==> config.mk <==
export PLATFORM = sky130hd
export DESIGN_NAME = indent_aware_source_lexer_flat
export DESIGN_NICKNAME = d
export VERILOG_FILES = /design/src/design/isl_pkg.sv /design/src/design/isl_if.sv /design/src/design/isl_ctrl.sv /design/src/design/isl_dp.sv /design/src/design/indent_aware_source_lexer.sv /design/src/flat_wrapper.sv
export SDC_FILE = /design/constraint.sdc
export NUM_CORES = 1
export LEC_CHECK = 0
export CORE_ASPECT_RATIO = 1.25
export CORE_MARGIN = 8
export CORE_UTILIZATION = 45
export CTS_CLUSTER_DIAMETER = 30
export CTS_CLUSTER_SIZE = 12
export DETAILED_ROUTE_END_ITERATION = 7
export DONT_BUFFER_PORTS = 1
export PLACE_DENSITY = 0.69
export SYNTH_ARGS = -nofsm -noshare
export SYNTH_HDL_FRONTEND = slang
export SYNTH_SLANG_ARGS = --single-unit
==> constraint.sdc <==
create_clock -name clk -period 18.6 [get_ports clk]
set_input_delay 0.93 -clock clk [delete_from_list [all_inputs] [get_ports clk]]
set_output_delay 0.93 -clock clk [all_outputs]
set_load 0.01 [all_outputs]
==> src/design/isl_pkg.sv <==
// Shared types, codes and character helpers of the indentation-aware lexer.
// No dependencies; isl_ctrl, isl_dp, the top level and the testbench refer to this package.
package isl_pkg;

	// Scanner modes.
	localparam logic [2:0] MODE_IDLE   = 3'd0;
	localparam logic [2:0] MODE_INDENT = 3'd1;
	localparam logic [2:0] MODE_IDENT  = 3'd2;
	localparam logic [2:0] MODE_NUM    = 3'd3;
	localparam logic [2:0] MODE_STR    = 3'd4;
	localparam logic [2:0] MODE_OP     = 3'd5;

	// Controller phases, one per kind of work step.
	localparam logic [3:0] PH_IDLE  = 4'd0;
	localparam logic [3:0] PH_ESC   = 4'd1;
	localparam logic [3:0] PH_BODY  = 4'd2;
	localparam logic [3:0] PH_IND   = 4'd3;
	localparam logic [3:0] PH_SCAN  = 4'd4;
	localparam logic [3:0] PH_CLOSE = 4'd5;
	localparam logic [3:0] PH_DED   = 4'd6;
	localparam logic [3:0] PH_END   = 4'd7;
	localparam logic [3:0] PH_FIN   = 4'd8;

	// Token type codes.
	localparam logic [5:0] TY_END        = 6'd0;
	localparam logic [5:0] TY_INT        = 6'd1;
	localparam logic [5:0] TY_FLOAT      = 6'd2;
	localparam logic [5:0] TY_STRING     = 6'd3;
	localparam logic [5:0] TY_IDENTIFIER = 6'd4;
	localparam logic [5:0] TY_PLUS       = 6'd5;
	localparam logic [5:0] TY_MINUS      = 6'd6;
	localparam logic [5:0] TY_STAR       = 6'd7;
	localparam logic [5:0] TY_SLASH      = 6'd8;
	localparam logic [5:0] TY_POW        = 6'd9;
	localparam logic [5:0] TY_SHL        = 6'd10;
	localparam logic [5:0] TY_SHR        = 6'd11;
	localparam logic [5:0] TY_AMP        = 6'd12;
	localparam logic [5:0] TY_BAR        = 6'd13;
	localparam logic [5:0] TY_CARET      = 6'd14;
	localparam logic [5:0] TY_TILDE      = 6'd15;
	localparam logic [5:0] TY_EQ         = 6'd16;
	localparam logic [5:0] TY_NE         = 6'd17;
	localparam logic [5:0] TY_LT         = 6'd18;
	localparam logic [5:0] TY_GT         = 6'd19;
	localparam logic [5:0] TY_LE         = 6'd20;
	localparam logic [5:0] TY_GE         = 6'd21;
	localparam logic [5:0] TY_ASSIGN     = 6'd22;
	localparam logic [5:0] TY_PLUS_EQ    = 6'd23;
	localparam logic [5:0] TY_MINUS_EQ   = 6'd24;
	localparam logic [5:0] TY_STAR_EQ    = 6'd25;
	localparam logic [5:0] TY_SLASH_EQ   = 6'd26;
	localparam logic [5:0] TY_SHL_EQ     = 6'd27;
	localparam logic [5:0] TY_SHR_EQ     = 6'd28;
	localparam logic [5:0] TY_AMP_EQ     = 6'd29;
	localparam logic [5:0] TY_BAR_EQ     = 6'd30;
	localparam logic [5:0] TY_CARET_EQ   = 6'd31;
	localparam logic [5:0] TY_LPAREN     = 6'd32;
	localparam logic [5:0] TY_RPAREN     = 6'd33;
	localparam logic [5:0] TY_LBRACK     = 6'd34;
	localparam logic [5:0] TY_RBRACK     = 6'd35;
	localparam logic [5:0] TY_COMMA      = 6'd36;
	localparam logic [5:0] TY_COLON      = 6'd37;
	localparam logic [5:0] TY_NEWLINE    = 6'd49;
	localparam logic [5:0] TY_INDENT     = 6'd50;
	localparam logic [5:0] TY_DEDENT     = 6'd51;
	localparam logic [5:0] TY_UNKNOWN    = 6'd52;
	localparam logic [5:0] TY_TOO_DEEP   = 6'd53;

	// Register map.
	localparam logic [1:0] REG_TAB_WIDTH = 2'd0;
	localparam logic [3:0] TAB_RESET     = 4'd4;

	// Saturation limits.
	localparam logic [19:0] LINE_SAT   = 20'hFFFFF;
	localparam logic [15:0] COL_SAT    = 16'hFFFF;
	localparam logic [30:0] VALUE_SAT  = 31'h7FFFFFFF;
	localparam logic [11:0] INDENT_SAT = 12'hFFF;
	// Largest accumulator that can take one more digit: digits 0..7 and 8..9.
	localparam logic [30:0] ACC_LIM_LO = 31'((2147483647 - 7) / 10);
	localparam logic [30:0] ACC_LIM_HI = 31'((2147483647 - 9) / 10);

	// Keyword table, index order of the candidate mask.
	localparam int KW_NUM = 8;
	localparam logic [7:0] KW_CH [KW_NUM][7] = '{
		'{"i", "f", 8'h00, 8'h00, 8'h00, 8'h00, 8'h00},
		'{"e", "l", "i", "f", 8'h00, 8'h00, 8'h00},
		'{"e", "l", "s", "e", 8'h00, 8'h00, 8'h00},
		'{"w", "h", "i", "l", "e", 8'h00, 8'h00},
		'{"f", "o", "r", 8'h00, 8'h00, 8'h00, 8'h00},
		'{"d", "e", "f", 8'h00, 8'h00, 8'h00, 8'h00},
		'{"r", "e", "t", "u", "r", "n", 8'h00},
		'{"p", "r", "i", "n", "t", 8'h00, 8'h00}
	};
	localparam logic [2:0] KW_LEN [KW_NUM] = '{3'd2, 3'd4, 3'd4, 3'd5, 3'd3, 3'd3, 3'd6, 3'd5};
	localparam logic [5:0] KW_CODE [KW_NUM] = '{6'd38, 6'd44, 6'd39, 6'd40, 6'd41, 6'd42,
		6'd43, 6'd48};

	typedef struct packed {
		logic        record_kind;
		logic [7:0]  text_byte;
		logic [5:0]  token_type;
		logic [19:0] token_line;
		logic [15:0] token_column;
		logic [8:0]  token_length;
		logic [30:0] int_value;
		logic        last_of_run;
	} isl_rec_t;

	typedef struct packed {
		logic       accept;
		logic [3:0] phase;
		logic       step;
		logic       finish;
	} isl_cmd_t;

	typedef struct packed {
		logic esc_go;
		logic body_ind;
		logic body_scan;
		logic body_close;
		logic scan_close;
		logic ind_stay;
		logic ded_more;
		logic eoi;
		logic can_gen;
		logic flush_ok;
	} isl_stat_t;

	function automatic logic is_alpha(input logic [7:0] c);
		return (c >= "a" && c <= "z") || (c >= "A" && c <= "Z") || c == "_";
	endfunction

	function automatic logic is_digit(input logic [7:0] c);
		return c >= "0" && c <= "9";
	endfunction

	function automatic logic is_look_op(input logic [7:0] c);
		return c == "+" || c == "-" || c == "*" || c == "/" || c == "<" || c == ">" ||
			c == "=" || c == "!" || c == "&" || c == "|" || c == "^";
	endfunction

	function automatic logic [5:0] single_code(input logic [7:0] op);
		logic [5:0] t;
		unique case (op)
			"+": t = TY_PLUS;
			"-": t = TY_MINUS;
			"*": t = TY_STAR;
			"/": t = TY_SLASH;
			"<": t = TY_LT;
			">": t = TY_GT;
			"=": t = TY_ASSIGN;
			"&": t = TY_AMP;
			"|": t = TY_BAR;
			"^": t = TY_CARET;
			default: t = TY_UNKNOWN;
		endcase
		return t;
	endfunction

	function automatic logic [5:0] eq_code(input logic [7:0] op);
		logic [5:0] t;
		unique case (op)
			"+": t = TY_PLUS_EQ;
			"-": t = TY_MINUS_EQ;
			"*": t = TY_STAR_EQ;
			"/": t = TY_SLASH_EQ;
			"<": t = TY_LE;
			">": t = TY_GE;
			"=": t = TY_EQ;
			"!": t = TY_NE;
			"&": t = TY_AMP_EQ;
			"|": t = TY_BAR_EQ;
			default: t = TY_CARET_EQ;
		endcase
		return t;
	endfunction

	function automatic logic [5:0] punct_code(input logic [7:0] c);
		logic [5:0] t;
		unique case (c)
			"~": t = TY_TILDE;
			"(": t = TY_LPAREN;
			")": t = TY_RPAREN;
			"[": t = TY_LBRACK;
			"]": t = TY_RBRACK;
			",": t = TY_COMMA;
			":": t = TY_COLON;
			default: t = TY_UNKNOWN;
		endcase
		return t;
	endfunction

endpackage

==> src/design/isl_if.sv <==
// Stream interfaces of the lexer: source bytes in, records out.
// Depends on nothing; payload widths are fixed by the record format.
interface isl_char_if;
	logic       valid;
	logic       ready;
	logic [7:0] char_byte;
	logic       end_of_input;
	modport source (output valid, char_byte, end_of_input, input ready);
	modport sink (input valid, char_byte, end_of_input, output ready);
endinterface

interface isl_rec_if;
	logic        valid;
	logic        ready;
	logic        record_kind;
	logic [7:0]  text_byte;
	logic [5:0]  token_type;
	logic [19:0] token_line;
	logic [15:0] token_column;
	logic [8:0]  token_length;
	logic [30:0] int_value;
	logic        last_of_run;
	modport source (output valid, record_kind, text_byte, token_type, token_line,
		token_column, token_length, int_value, last_of_run, input ready);
	modport sink (input valid, record_kind, text_byte, token_type, token_line,
		token_column, token_length, int_value, last_of_run, output ready);
endinterface

==> src/design/isl_ctrl.sv <==
// Phase sequencer of the lexer: walks one accepted byte through its work steps.
// Depends on isl_pkg for phase codes and the command and status structs.
module isl_ctrl (
	input  logic                  clk,
	input  logic                  arst_n,
	input  logic                  in_valid,
	output logic                  in_ready,
	input  isl_pkg::isl_stat_t    stat,
	output isl_pkg::isl_cmd_t     cmd
);

	logic [3:0] state_q;
	logic [3:0] state_d;
	logic       work;

	always_comb begin
		in_ready   = (state_q == isl_pkg::PH_IDLE);
		work       = (state_q != isl_pkg::PH_IDLE) && (state_q != isl_pkg::PH_FIN);
		cmd.accept = in_ready && in_valid;
		cmd.phase  = state_q;
		cmd.step   = work && stat.can_gen;
		cmd.finish = (state_q == isl_pkg::PH_FIN) && stat.flush_ok;
	end

	always_comb begin
		state_d = state_q;
		unique case (state_q)
			isl_pkg::PH_IDLE: begin
				if (cmd.accept) state_d = isl_pkg::PH_ESC;
			end
			isl_pkg::PH_ESC: begin
				if (cmd.step) state_d = isl_pkg::PH_BODY;
			end
			isl_pkg::PH_BODY: begin
				if (cmd.step) begin
					priority if (stat.eoi) state_d = isl_pkg::PH_DED;
					else if (stat.body_ind) state_d = isl_pkg::PH_IND;
					else if (stat.body_scan) state_d = isl_pkg::PH_SCAN;
					else if (stat.body_close) state_d = isl_pkg::PH_CLOSE;
					else state_d = isl_pkg::PH_FIN;
				end
			end
			isl_pkg::PH_IND: begin
				if (cmd.step && !stat.ind_stay) state_d = isl_pkg::PH_SCAN;
			end
			isl_pkg::PH_SCAN: begin
				if (cmd.step) state_d = stat.scan_close ? isl_pkg::PH_CLOSE : isl_pkg::PH_FIN;
			end
			isl_pkg::PH_CLOSE: begin
				if (cmd.step) state_d = isl_pkg::PH_FIN;
			end
			isl_pkg::PH_DED: begin
				if (cmd.step && !stat.ded_more) state_d = isl_pkg::PH_END;
			end
			isl_pkg::PH_END: begin
				if (cmd.step) state_d = isl_pkg::PH_FIN;
			end
			isl_pkg::PH_FIN: begin
				if (cmd.finish) state_d = isl_pkg::PH_IDLE;
			end
			default: state_d = isl_pkg::PH_IDLE;
		endcase
	end

	always_ff @(posedge clk or negedge arst_n) begin
		if (!arst_n) begin
			state_q <= isl_pkg::PH_IDLE;
		end else begin
			state_q <= state_d;
		end
	end

endmodule

==> src/design/isl_dp.sv <==
// Lexer datapath: scanner state, indentation stack, record hold and output registers.
// Depends on isl_pkg; driven step by step by the commands of isl_ctrl.
module isl_dp #(
	parameter int TOKEN_MAX_BYTES = 256,
	parameter int INDENT_DEPTH    = 16
) (
	input  logic                  clk,
	input  logic                  arst_n,
	input  isl_pkg::isl_cmd_t     cmd,
	output isl_pkg::isl_stat_t    stat,
	input  logic [7:0]            char_byte,
	input  logic                  end_of_input,
	input  logic [3:0]            tab_width,
	output isl_pkg::isl_rec_t     rec,
	output logic                  rec_valid,
	input  logic                  rec_ready
);

	localparam int CW = $clog2(TOKEN_MAX_BYTES + 1);
	localparam int TW = $clog2(INDENT_DEPTH);
	localparam logic [CW-1:0] CNT_MAX = CW'(TOKEN_MAX_BYTES);
	localparam logic [TW-1:0] TOP_LAST = TW'(INDENT_DEPTH - 1);

	// Scanner state.
	logic [2:0]    mode_q, mode_d;
	logic [7:0]    pend_q, pend_d;
	logic [1:0]    la_q, la_d;
	logic [7:0]    quote_q, quote_d;
	logic          esc_q, esc_d;
	logic          float_q, float_d;
	logic [7:0]    kw_q, kw_d;
	logic [CW-1:0] cnt_q, cnt_d;
	logic [30:0]   acc_q, acc_d;
	logic [11:0]   icnt_q, icnt_d;
	logic [TW-1:0] top_q, top_d;
	logic [19:0]   line_q, line_d;
	logic [15:0]   col_q, col_d;
	logic [19:0]   sline_q, sline_d;
	logic [15:0]   scol_q, scol_d;
	logic [11:0]   lv_q [INDENT_DEPTH];

	// Per-byte work registers.
	logic [7:0]    byte_q;
	logic          eoi_q;
	logic          escdef_q, escdef_d;
	logic [5:0]    ctype_q, ctype_d;
	logic          nl_q, nl_d;

	// Record hold and output.
	isl_pkg::isl_rec_t hold_q, out_q, gen;
	logic              hold_v_q, out_v_q;
	logic              gen_v, out_free;

	logic [5:0]  cur_type;
	logic [11:0] cur_lvl;
	logic [11:0] nxt_lvl;
	logic        full, push;
	logic        txt_v, dsc_v, mrk_v;
	logic [7:0]  txt_b;
	logic [5:0]  dsc_t, mrk_t;
	logic [15:0] mrk_col;
	logic [7:0]  c;
	logic [3:0]  dv;
	logic [30:0] lim;
	logic [12:0] tsum;

	assign c        = byte_q;
	assign full     = (cnt_q >= CNT_MAX);
	assign cur_lvl  = (top_q == '0) ? 12'd0 : lv_q[top_q];
	// Level that becomes the top once the current one is popped.
	assign nxt_lvl  = (top_q <= TW'(1)) ? 12'd0 : lv_q[top_q - TW'(1)];
	assign out_free = !out_v_q || rec_ready;
	assign dv       = 4'(c - 8'h30);
	assign lim      = (dv <= 4'd7) ? isl_pkg::ACC_LIM_LO : isl_pkg::ACC_LIM_HI;
	assign tsum     = {1'b0, icnt_q} + 13'(tab_width);

	// Type of the token that is open, as it would close now.
	always_comb begin
		cur_type = isl_pkg::TY_UNKNOWN;
		unique case (mode_q)
			isl_pkg::MODE_IDENT: begin
				cur_type = isl_pkg::TY_IDENTIFIER;
				for (int k = 0; k < isl_pkg::KW_NUM; k++) begin
					if (kw_q[k] && CW'(isl_pkg::KW_LEN[k]) == cnt_q)
						cur_type = isl_pkg::KW_CODE[k];
				end
			end
			isl_pkg::MODE_NUM: cur_type = float_q ? isl_pkg::TY_FLOAT : isl_pkg::TY_INT;
			isl_pkg::MODE_OP: begin
				if (la_q == 2'd2)
					cur_type = (pend_q == "<") ? isl_pkg::TY_SHL : isl_pkg::TY_SHR;
				else
					cur_type = isl_pkg::single_code(pend_q);
			end
			default: cur_type = isl_pkg::TY_UNKNOWN;
		endcase
	end

	always_comb begin
		mode_d = mode_q; pend_d = pend_q; la_d = la_q; quote_d = quote_q;
		esc_d = esc_q; float_d = float_q; kw_d = kw_q; cnt_d = cnt_q; acc_d = acc_q;
		icnt_d = icnt_q; top_d = top_q; line_d = line_q; col_d = col_q;
		sline_d = sline_q; scol_d = scol_q;
		escdef_d = escdef_q; ctype_d = ctype_q; nl_d = nl_q;
		push = 1'b0;
		txt_v = 1'b0; txt_b = c;
		dsc_v = 1'b0; dsc_t = cur_type;
		mrk_v = 1'b0; mrk_t = isl_pkg::TY_DEDENT; mrk_col = 16'd1;
		stat.esc_go = 1'b0; stat.body_ind = 1'b0; stat.body_scan = 1'b0;
		stat.body_close = 1'b0; stat.scan_close = 1'b0; stat.ind_stay = 1'b0;
		stat.ded_more = 1'b0;
		stat.eoi      = eoi_q;
		stat.can_gen  = !hold_v_q || out_free;
		stat.flush_ok = !hold_v_q || out_free;

		unique case (cmd.phase)
			isl_pkg::PH_ESC: begin
				if (eoi_q)
					stat.esc_go = (mode_q == isl_pkg::MODE_STR) && esc_q && !full;
				else
					stat.esc_go = (mode_q == isl_pkg::MODE_STR) && esc_q &&
						!(c == "n" || c == "t" || c == "r" || c == "\\" || c == "'" ||
						c == "\"");
				if (stat.esc_go) begin
					txt_v = 1'b1;
					txt_b = "\\";
					if (!eoi_q) begin
						esc_d    = 1'b0;
						escdef_d = 1'b1;
					end
				end
			end
			isl_pkg::PH_BODY: begin
				if (eoi_q) begin
					if (mode_q != isl_pkg::MODE_INDENT && mode_q != isl_pkg::MODE_IDLE)
						dsc_v = 1'b1;
				end else if (escdef_q) begin
					// Unknown escape: the escaped byte follows the backslash if it fits.
					if (!full) begin
						txt_v = 1'b1;
					end else begin
						dsc_v = 1'b1; dsc_t = isl_pkg::TY_UNKNOWN; stat.body_scan = 1'b1;
					end
				end else begin
					unique case (mode_q)
						isl_pkg::MODE_INDENT: begin
							if (c == " ") begin
								if (icnt_q != isl_pkg::INDENT_SAT) icnt_d = icnt_q + 12'd1;
							end else if (c == "\t") begin
								icnt_d = tsum[12] ? isl_pkg::INDENT_SAT : tsum[11:0];
							end else begin
								stat.body_ind = 1'b1;
							end
						end
						isl_pkg::MODE_IDENT: begin
							if ((isl_pkg::is_alpha(c) || isl_pkg::is_digit(c)) && !full) begin
								for (int k = 0; k < isl_pkg::KW_NUM; k++) begin
									if (cnt_q > CW'(6))
										kw_d[k] = 1'b0;
									else if (CW'(isl_pkg::KW_LEN[k]) <= cnt_q ||
										isl_pkg::KW_CH[k][cnt_q[2:0]] != c)
										kw_d[k] = 1'b0;
								end
								txt_v = 1'b1;
							end else begin
								dsc_v = 1'b1; stat.body_scan = 1'b1;
							end
						end
						isl_pkg::MODE_NUM: begin
							if (isl_pkg::is_digit(c) && !full) begin
								acc_d = (acc_q > lim) ? isl_pkg::VALUE_SAT :
									31'({acc_q, 3'b000}) + 31'({acc_q, 1'b0}) + 31'(dv);
								txt_v = 1'b1;
							end else if (c == "." && !float_q && !full) begin
								float_d = 1'b1;
								txt_v   = 1'b1;
							end else begin
								dsc_v = 1'b1; stat.body_scan = 1'b1;
							end
						end
						isl_pkg::MODE_STR: begin
							if (esc_q) begin
								esc_d = 1'b0;
								txt_v = 1'b1;
								if (c == "n") txt_b = 8'h0A;
								else if (c == "t") txt_b = 8'h09;
								else if (c == "r") txt_b = 8'h0D;
							end else if (c == quote_q) begin
								dsc_v = 1'b1; dsc_t = isl_pkg::TY_STRING;
							end else if (full) begin
								dsc_v = 1'b1; dsc_t = isl_pkg::TY_UNKNOWN; stat.body_scan = 1'b1;
							end else if (c == "\\") begin
								esc_d = 1'b1;
							end else begin
								txt_v = 1'b1;
							end
						end
						isl_pkg::MODE_OP: begin
							if (la_q == 2'd2) begin
								if (c == "=") begin
									txt_v = 1'b1;
									ctype_d = (pend_q == "<") ? isl_pkg::TY_SHL_EQ :
										isl_pkg::TY_SHR_EQ;
									stat.body_close = 1'b1;
								end else begin
									dsc_v = 1'b1; stat.body_scan = 1'b1;
								end
							end else if (c == "=") begin
								txt_v = 1'b1; ctype_d = isl_pkg::eq_code(pend_q);
								stat.body_close = 1'b1;
							end else if (pend_q == "*" && c == "*") begin
								txt_v = 1'b1; ctype_d = isl_pkg::TY_POW;
								stat.body_close = 1'b1;
							end else if ((pend_q == "<" || pend_q == ">") && c == pend_q) begin
								txt_v = 1'b1; la_d = 2'd2;
							end else begin
								dsc_v = 1'b1; stat.body_scan = 1'b1;
							end
						end
						default: begin
							mode_d = isl_pkg::MODE_IDLE;
							stat.body_scan = 1'b1;
						end
					endcase
				end
			end
			isl_pkg::PH_IND: begin
				if (icnt_q > cur_lvl) begin
					mrk_v = 1'b1;
					if (top_q == TOP_LAST) begin
						mrk_t = isl_pkg::TY_TOO_DEEP;
					end else begin
						mrk_t = isl_pkg::TY_INDENT;
						push  = 1'b1;
						top_d = top_q + TW'(1);
					end
					mode_d = isl_pkg::MODE_IDLE; icnt_d = 12'd0;
				end else if (top_q != '0 && cur_lvl > icnt_q) begin
					// Pop one level; the run of DEDENTs stops at the first level
					// that is no deeper than the new line.
					mrk_v = 1'b1;
					top_d = top_q - TW'(1);
					if (nxt_lvl > icnt_q) begin
						stat.ind_stay = 1'b1;
					end else begin
						mode_d = isl_pkg::MODE_IDLE; icnt_d = 12'd0;
					end
				end else begin
					mode_d = isl_pkg::MODE_IDLE; icnt_d = 12'd0;
				end
			end
			isl_pkg::PH_SCAN: begin
				if (!(c == " " || c == "\t" || c == 8'h0D)) begin
					sline_d = line_q;
					scol_d  = col_q;
					if (c == "\"" || c == "'") begin
						mode_d = isl_pkg::MODE_STR; quote_d = c; esc_d = 1'b0;
						cnt_d  = '0;
					end else begin
						txt_v = 1'b1;
						if (c == 8'h0A) begin
							ctype_d = isl_pkg::TY_NEWLINE; nl_d = 1'b1;
							stat.scan_close = 1'b1;
						end else if (isl_pkg::is_digit(c)) begin
							mode_d = isl_pkg::MODE_NUM; float_d = 1'b0; acc_d = 31'(dv);
						end else if (isl_pkg::is_alpha(c)) begin
							mode_d = isl_pkg::MODE_IDENT;
							for (int k = 0; k < isl_pkg::KW_NUM; k++)
								kw_d[k] = (isl_pkg::KW_CH[k][0] == c);
						end else if (isl_pkg::is_look_op(c)) begin
							mode_d = isl_pkg::MODE_OP; pend_d = c; la_d = 2'd1;
						end else begin
							ctype_d = isl_pkg::punct_code(c); nl_d = 1'b0;
							stat.scan_close = 1'b1;
						end
					end
				end
			end
			isl_pkg::PH_CLOSE: begin
				dsc_v = 1'b1;
				dsc_t = ctype_q;
			end
			isl_pkg::PH_DED: begin
				if (top_q != '0) begin
					mrk_v = 1'b1;
					top_d = top_q - TW'(1);
					stat.ded_more = 1'b1;
				end
			end
			isl_pkg::PH_END: begin
				mrk_v = 1'b1; mrk_t = isl_pkg::TY_END; mrk_col = col_q;
				mode_d = isl_pkg::MODE_IDLE; icnt_d = 12'd0; top_d = '0;
				line_d = 20'd1; col_d = 16'd1; sline_d = 20'd1; scol_d = 16'd1;
			end
			default: begin
			end
		endcase

		if (txt_v) cnt_d = cnt_q + CW'(1);
		if (dsc_v || (cmd.phase == isl_pkg::PH_END)) begin
			// A closed token clears everything that belongs to it.
			if (dsc_v) mode_d = isl_pkg::MODE_IDLE;
			cnt_d = '0; acc_d = '0; float_d = 1'b0; esc_d = 1'b0; la_d = 2'd0;
			pend_d = 8'd0; quote_d = 8'd0; kw_d = 8'hFF;
		end
		if (cmd.phase == isl_pkg::PH_CLOSE) begin
			nl_d = 1'b0;
			if (nl_q) begin
				mode_d = isl_pkg::MODE_INDENT;
				icnt_d = 12'd0;
			end
		end

		gen   = '0;
		gen_v = txt_v || dsc_v || mrk_v;
		if (txt_v) begin
			gen.text_byte = txt_b;
		end else if (dsc_v) begin
			gen.record_kind  = 1'b1;
			gen.token_type   = dsc_t;
			gen.token_line   = sline_q;
			gen.token_column = scol_q;
			gen.token_length = 9'(cnt_q);
			gen.int_value    = (dsc_t == isl_pkg::TY_INT) ? acc_q : 31'd0;
		end else begin
			gen.record_kind  = 1'b1;
			gen.token_type   = mrk_t;
			gen.token_line   = line_q;
			gen.token_column = mrk_col;
		end
	end

	always_ff @(posedge clk or negedge arst_n) begin
		if (!arst_n) begin
			mode_q <= isl_pkg::MODE_IDLE; pend_q <= 8'd0; la_q <= 2'd0; quote_q <= 8'd0;
			esc_q <= 1'b0; float_q <= 1'b0; kw_q <= 8'hFF; cnt_q <= '0; acc_q <= '0;
			icnt_q <= 12'd0; top_q <= '0; line_q <= 20'd1; col_q <= 16'd1;
			sline_q <= 20'd1; scol_q <= 16'd1;
			eoi_q <= 1'b0; escdef_q <= 1'b0; ctype_q <= isl_pkg::TY_END; nl_q <= 1'b0;
		end else if (cmd.accept) begin
			eoi_q    <= end_of_input;
			escdef_q <= 1'b0;
		end else if (cmd.step) begin
			mode_q <= mode_d; pend_q <= pend_d; la_q <= la_d; quote_q <= quote_d;
			esc_q <= esc_d; float_q <= float_d; kw_q <= kw_d; cnt_q <= cnt_d; acc_q <= acc_d;
			icnt_q <= icnt_d; top_q <= top_d; line_q <= line_d; col_q <= col_d;
			sline_q <= sline_d; scol_q <= scol_d;
			escdef_q <= escdef_d; ctype_q <= ctype_d; nl_q <= nl_d;
		end else if (cmd.finish && !eoi_q) begin
			// Position advances once the byte is fully handled.
			if (c == 8'h0A) begin
				if (line_q != isl_pkg::LINE_SAT) line_q <= line_q + 20'd1;
				col_q <= 16'd1;
			end else if (col_q != isl_pkg::COL_SAT) begin
				col_q <= col_q + 16'd1;
			end
		end
	end

	always_ff @(posedge clk) begin
		if (cmd.accept) byte_q <= char_byte;
		if (cmd.step && push) lv_q[top_q + TW'(1)] <= icnt_q;
	end

	// Each new record pushes the held one out; the last one leaves at the finish.
	always_ff @(posedge clk or negedge arst_n) begin
		if (!arst_n) begin
			hold_v_q <= 1'b0;
			out_v_q  <= 1'b0;
		end else begin
			if (cmd.step && gen_v) begin
				if (hold_v_q) begin
					out_q   <= hold_q;
					out_v_q <= 1'b1;
				end else if (rec_ready) begin
					out_v_q <= 1'b0;
				end
				hold_q   <= gen;
				hold_v_q <= 1'b1;
			end else if (cmd.finish && hold_v_q) begin
				out_q             <= hold_q;
				out_q.last_of_run <= 1'b1;
				out_v_q           <= 1'b1;
				hold_v_q          <= 1'b0;
			end else if (rec_ready) begin
				out_v_q <= 1'b0;
			end
		end
	end

	assign rec       = out_q;
	assign rec_valid = out_v_q;

endmodule

==> src/design/indent_aware_source_lexer.sv <==
// Top level of the indentation-aware source lexer: channels, register port, wiring.
// Depends on isl_pkg, the interfaces in isl_if, isl_ctrl and isl_dp.
//
//   Channel   Direction  Payload
//   char_in   in         char_byte, end_of_input
//   rec_out   out        record_kind, text_byte, token_type, token_line,
//                        token_column, token_length, int_value, last_of_run
//   APB       in/out     tab_width, read at address 0, written at any address
//
// The block takes one source byte per transfer and works on it alone. A byte
// passes through an accept step, an escape check, a body step and a finish
// step, plus a further step for each thing it needs: indent resolution, each
// DEDENT popped from the stack, rescanning the byte and a closing descriptor.
// Reset clears all scanner state; the indentation stack needs no clearing pass,
// since its bottom level is fixed at zero and deeper entries are written on push.
// A stalled record output holds the sequencer once its one-record hold stage
// is full; input is taken only while the block is between bytes.
module indent_aware_source_lexer #(
	parameter int TOKEN_MAX_BYTES = 256,
	parameter int INDENT_DEPTH    = 16
) (
	input  logic        clk,
	input  logic        arst_n,
	isl_char_if.sink    char_in,
	isl_rec_if.source   rec_out,
	input  logic        psel,
	input  logic        penable,
	input  logic        pwrite,
	input  logic [1:0]  paddr,
	input  logic [31:0] pwdata,
	output logic [31:0] prdata,
	output logic        pready
);

	isl_pkg::isl_cmd_t  cmd;
	isl_pkg::isl_stat_t stat;
	isl_pkg::isl_rec_t  rec;
	logic               rec_valid;
	logic [3:0]         tab_q;

	// Configuration register. Writes must arrive only while the lexer is idle; the block does not enforce it.
	assign pready = 1'b1;
	assign prdata = (paddr == isl_pkg::REG_TAB_WIDTH) ? {28'd0, tab_q} : 32'd0;

	always_ff @(posedge clk or negedge arst_n) begin
		if (!arst_n) begin
			tab_q <= isl_pkg::TAB_RESET;
		end else if (psel && penable && pwrite) begin
			tab_q <= pwdata[3:0];
		end
	end

	isl_ctrl u_ctrl (
		.clk      (clk),
		.arst_n   (arst_n),
		.in_valid (char_in.valid),
		.in_ready (char_in.ready),
		.stat     (stat),
		.cmd      (cmd)
	);

	isl_dp #(
		.TOKEN_MAX_BYTES (TOKEN_MAX_BYTES),
		.INDENT_DEPTH    (INDENT_DEPTH)
	) u_dp (
		.clk          (clk),
		.arst_n       (arst_n),
		.cmd          (cmd),
		.stat         (stat),
		.char_byte    (char_in.char_byte),
		.end_of_input (char_in.end_of_input),
		.tab_width    (tab_q),
		.rec          (rec),
		.rec_valid    (rec_valid),
		.rec_ready    (rec_out.ready)
	);

	// Each output transfer carries one record from the output register.
	assign rec_out.valid        = rec_valid;
	assign rec_out.record_kind  = rec.record_kind;
	assign rec_out.text_byte    = rec.text_byte;
	assign rec_out.token_type   = rec.token_type;
	assign rec_out.token_line   = rec.token_line;
	assign rec_out.token_column = rec.token_column;
	assign rec_out.token_length = rec.token_length;
	assign rec_out.int_value    = rec.int_value;
	assign rec_out.last_of_run  = rec.last_of_run;

endmodule

==> src/flat_wrapper.sv <==
// flat-port wrapper written by rule: the top's interface ports become plain ports
module indent_aware_source_lexer_flat 
#(
	parameter int TOKEN_MAX_BYTES = 256,
	parameter int INDENT_DEPTH    = 16
)
  (clk, arst_n, psel, penable, pwrite, paddr, pwdata, prdata, pready, char_in_valid, char_in_char_byte, char_in_end_of_input, char_in_ready, rec_out_valid, rec_out_record_kind, rec_out_text_byte, rec_out_token_type, rec_out_token_line, rec_out_token_column, rec_out_token_length, rec_out_int_value, rec_out_last_of_run, rec_out_ready);
  isl_char_if char_in_i ();
  isl_rec_if rec_out_i ();
  input  logic clk;
  input  logic arst_n;
  input  logic psel;
  input  logic penable;
  input  logic pwrite;
  input  logic [1:0] paddr;
  input  logic [31:0] pwdata;
  output logic [31:0] prdata;
  output logic pready;
  input wire logic [$bits(char_in_i.valid)-1:0] char_in_valid;
  input wire logic [$bits(char_in_i.char_byte)-1:0] char_in_char_byte;
  input wire logic [$bits(char_in_i.end_of_input)-1:0] char_in_end_of_input;
  output wire logic [$bits(char_in_i.ready)-1:0] char_in_ready;
  output wire logic [$bits(rec_out_i.valid)-1:0] rec_out_valid;
  output wire logic [$bits(rec_out_i.record_kind)-1:0] rec_out_record_kind;
  output wire logic [$bits(rec_out_i.text_byte)-1:0] rec_out_text_byte;
  output wire logic [$bits(rec_out_i.token_type)-1:0] rec_out_token_type;
  output wire logic [$bits(rec_out_i.token_line)-1:0] rec_out_token_line;
  output wire logic [$bits(rec_out_i.token_column)-1:0] rec_out_token_column;
  output wire logic [$bits(rec_out_i.token_length)-1:0] rec_out_token_length;
  output wire logic [$bits(rec_out_i.int_value)-1:0] rec_out_int_value;
  output wire logic [$bits(rec_out_i.last_of_run)-1:0] rec_out_last_of_run;
  input wire logic [$bits(rec_out_i.ready)-1:0] rec_out_ready;
  assign char_in_i.valid = char_in_valid;
  assign char_in_i.char_byte = char_in_char_byte;
  assign char_in_i.end_of_input = char_in_end_of_input;
  assign char_in_ready = char_in_i.ready;
  assign rec_out_valid = rec_out_i.valid;
  assign rec_out_record_kind = rec_out_i.record_kind;
  assign rec_out_text_byte = rec_out_i.text_byte;
  assign rec_out_token_type = rec_out_i.token_type;
  assign rec_out_token_line = rec_out_i.token_line;
  assign rec_out_token_column = rec_out_i.token_column;
  assign rec_out_token_length = rec_out_i.token_length;
  assign rec_out_int_value = rec_out_i.int_value;
  assign rec_out_last_of_run = rec_out_i.last_of_run;
  assign rec_out_i.ready = rec_out_ready;
  indent_aware_source_lexer #(.TOKEN_MAX_BYTES(TOKEN_MAX_BYTES), .INDENT_DEPTH(INDENT_DEPTH)) u_core (.clk(clk), .arst_n(arst_n), .char_in(char_in_i), .rec_out(rec_out_i), .psel(psel), .penable(penable), .pwrite(pwrite), .paddr(paddr), .pwdata(pwdata), .prdata(prdata), .pready(pready));
endmodule
==> metrics.cfg <==
[layout]
fin_area_mm2=0.03457
syn_to_final_growth_pct=13.72
drive_gt1_share_pct=15.16
layout_commonest_cell=edfxtp_1
layout.nets=2744
fillers=5610
diodes=0
fin_cells=3529
multi_input_comb_area_mm2=0.01358
regArea_mm2=0.01598
final_cell_mix=383 x edfxtp_1, 219 x nand2_1, 163 x o21ai_0, 163 x dfrtp_1, 161 x nor2_1

[floorplan]
die_x_um=248.5
coreArea_mm2=0.06684
start_util_pct=45.48
die_h_um=306.6
die_area_mm2=0.07619
num_rows=106
ioPinCount=177

[power]
irDropWorstVdd_v=0.00008938
p_leak_nw=13.24
p_per_area_mw_per_mm2=157.7

[synth]
synthAdderAreaFrac_pct=4.634
yosysSeqAreaShare_pct=52.53
synth_top_family_by_area=compound AO/OA/AOI/OAI gates
yosys.area_share.simple_pct=13.67
netlist_instances=2588
async_reset_ff_share_pct=31.73
synth_edf_count=383
syn_area_per_cell_um2=11.75
synthXorXnorAreaFrac_pct=2.045
synthFlopType=edfxtp_1
yosys_warnings=0
yosysUniqueCellTypes=101
synth_seq_cells=561
syn-cell-area_mm2=0.03040
synth_mux_area_share_pct=9.391
synth_compound_area_share_pct=14.33

[global_routing]
antenna_found_initial=2
grt_use_total_pct=21.75
grt_max_degree=76
grt_pass1_wl_mm=131.9
grt-ovfl-total=0
grt_pass1_vias=22630

[drt]
via_per_inst=6.274
antenna_left=0
drcViolationCount=0
first_pass_iters=6
drt-total-wl_mm=84.75
vias=22140
wire_per_inst_um=24.02
drt_iter0_markers=2112

[sta]
fin_setup_tns_ps=0
slew_viol_final=0
max_slew_margin_pct=4.444
max_freq_ghz=0.1393
hold_ws_ps=153.4
fin_crit_sh_pct=38.61
finClkSkew_ps=33.92
setup_viol_count_final=0
fin_crit_ps=7181
fin_ws_ps=11420
tightest_slew_ps=1397
rsz0062_at_grt=false
hold_viol_final=0

[critical_path]
crit_chain=buf_4 -> mux4_2 -> a221oi_1 -> a21oi_1 -> ha_1 -> nor2b_1 -> o211ai_1 -> a21oi_1 -> a2111oi_2 -> buf_4 -> o21ai_0 -> a21boi_4 -> buf_4
cp-end-kind=register
setup.worst_path.start_class=register
max_stage_delay_ps=1150
worst_ep_required_time_ps=18850
cp_max_fo=61
worstPathArrival_ps=7430
cp_common_cell=buf_4
cp_slowest_cell=a21boi_4
crit_type=register to register

[placed_design]
place_area_mm2=0.03117
place_congestion=0.9556
dp_hpwl_mm=55.96
dpl_worst_slack_ps=11340
numPortBuffers=0
place_inst=3345

[clock_network]
clkTransAtPathRegs_ps=50
root_buffer=clkbuf_16
cts_resized=0
cts_tree=built
cts_sinks=561
clk_latency_ps=640
clk_path_buf_depth=3
cts_buffers=97
htree_num_levels=3
cts_setup_buffers=0

[status]
status=completed

[job]
max_cap_violations=0

[min_path]
hold_path.class=primary input to asynchronous set/reset pin

kinds of logic after synthesis:
| group | after synthesis |
|---|---|
| and+or+nand+nor | 806 |
| AOI/OAI and AO/OA | 647 |
| DFF | 561 |
| buffers and inverters | 229 |
| muxes | 161 |
| adders and majority gates | 111 |
| xor gates and xnor gates | 71 |
| other | 2 |
routing by layer:
metal  vias to the layer above  share of wire [%]  GRT usage (%)
met5                         -              0.014              0
met4                         2                3.7          9.485
met3                       203                6.9          4.406
met2                       898                 50          37.43
met1                     11120                 40          26.41
li1                       9916                  -              -
worst paths after layout:
| check | from | to | slack (ps) | cells past startpoint |
|---|---|---|---|---|
| max | u_core.u_dp.top_q[0]$_DFFE_PN0P_ | u_core.u_dp.hold_q[6]$_SDFFCE_PP0P_ | 11420 | 13 |
| min | arst_n | u_core.u_dp.ctype_q[3]$_DFFE_PN0P_ | 150 | 1 |
| max reg2reg | u_core.u_dp.top_q[0]$_DFFE_PN0P_ | u_core.u_dp.hold_q[6]$_SDFFCE_PP0P_ | 11420 | 13 |
| min reg2reg | u_core.u_dp.hold_q[49]$_SDFFCE_PN0P_ | u_core.u_dp.rec[49]$_DFFE_PP_ | 410 | 0 |
| max in group asynchronous | arst_n | u_core.u_dp.icnt_q[0]$_DFFE_PN0P_ | 17340 | 1 |
| min in group clk | u_core.u_dp.hold_q[49]$_SDFFCE_PN0P_ | u_core.u_dp.rec[49]$_DFFE_PP_ | 410 | 0 |
registers in the layout, summed over array words and instances (netlist names), 2 cells and up:
signal / flops
u_core.tab_q: 4
u_core.u_ctrl.state_q: 4
u_core.u_dp.acc_q: 31
u_core.u_dp.byte_q: 8
u_core.u_dp.cnt_q: 9
u_core.u_dp.col_q: 16
u_core.u_dp.ctype_q: 6
u_core.u_dp.hold_q: 91
u_core.u_dp.icnt_q: 12
u_core.u_dp.kw_q: 8
u_core.u_dp.la_q: 2
u_core.u_dp.line_q: 20
u_core.u_dp.lv_q: 192
u_core.u_dp.mode_q: 3
u_core.u_dp.pend_q: 8
u_core.u_dp.quote_q: 8
u_core.u_dp.rec: 92
u_core.u_dp.scol_q: 16
u_core.u_dp.sline_q: 20
u_core.u_dp.top_q: 4
cell usage after synthesis, types with 45 or more instances:
master / number / area [um^2]
edfxtp_1: 383 / 11500
nand2_1: 220 / 825.8
dfrtp_1: 165 / 4129
o21ai_0: 163 / 815.8
nor2_1: 161 / 604.3
a21oi_1: 132 / 660.6
clkbuf_1: 116 / 435.4
ha_1: 107 / 1339
mux4_2: 96 / 2162
and2_1: 61 / 381.6
nand3_1: 58 / 290.3
nor3_1: 55 / 275.3
xnor2_1: 49 / 429.2
a22o_1: 46 / 402.9
nor2b_1: 45 / 281.5
cell type report:
cell class,instances,share of cell area [%]
Clock buffer,107,7.249
Inverter,48,0.5211
Multi-Input combinational cell,1825,39.27
Clock inverter,73,2.356
Sequential cell,561,46.21
Tap cell,864,3.127
Timing Repair Buffer,51,1.267
critical path: cells and delay by family (launching register included):
family / cells / cell delay, ps
compound gates: 7 / 2680
buf+inv: 3 / 1940
flops: 1 / 990
mux: 1 / 600
fa+ha+maj: 1 / 340
simple gates: 1 / 130
what timing repair did:
| action | in CTS | in global routing |
|---|---|---|
| hold buffers | 4 | 0 |
| endpoints found under the setup margin | 0 | 0 |
| endpoints found under the hold margin | 58 | 0 |
power breakdown:
| part | internal (mW) | switching [mW] | total, mW |
|---|---|---|---|
| Clock | 1.14 | 0.650 | 1.79 |
| Sequential | 1.62 | 0.244 | 1.86 |
| Combinational | 0.673 | 1.13 | 1.80 |
through the flow:
step	power, mW	utilization, %
floorplan	3.148	-
global placement	3.599	46.63
detailed placement	3.646	46.63
CTS	5.468	51.72
global route	5.740	51.72
finish	5.453	51.72
(Power assumes the default switching activity.)
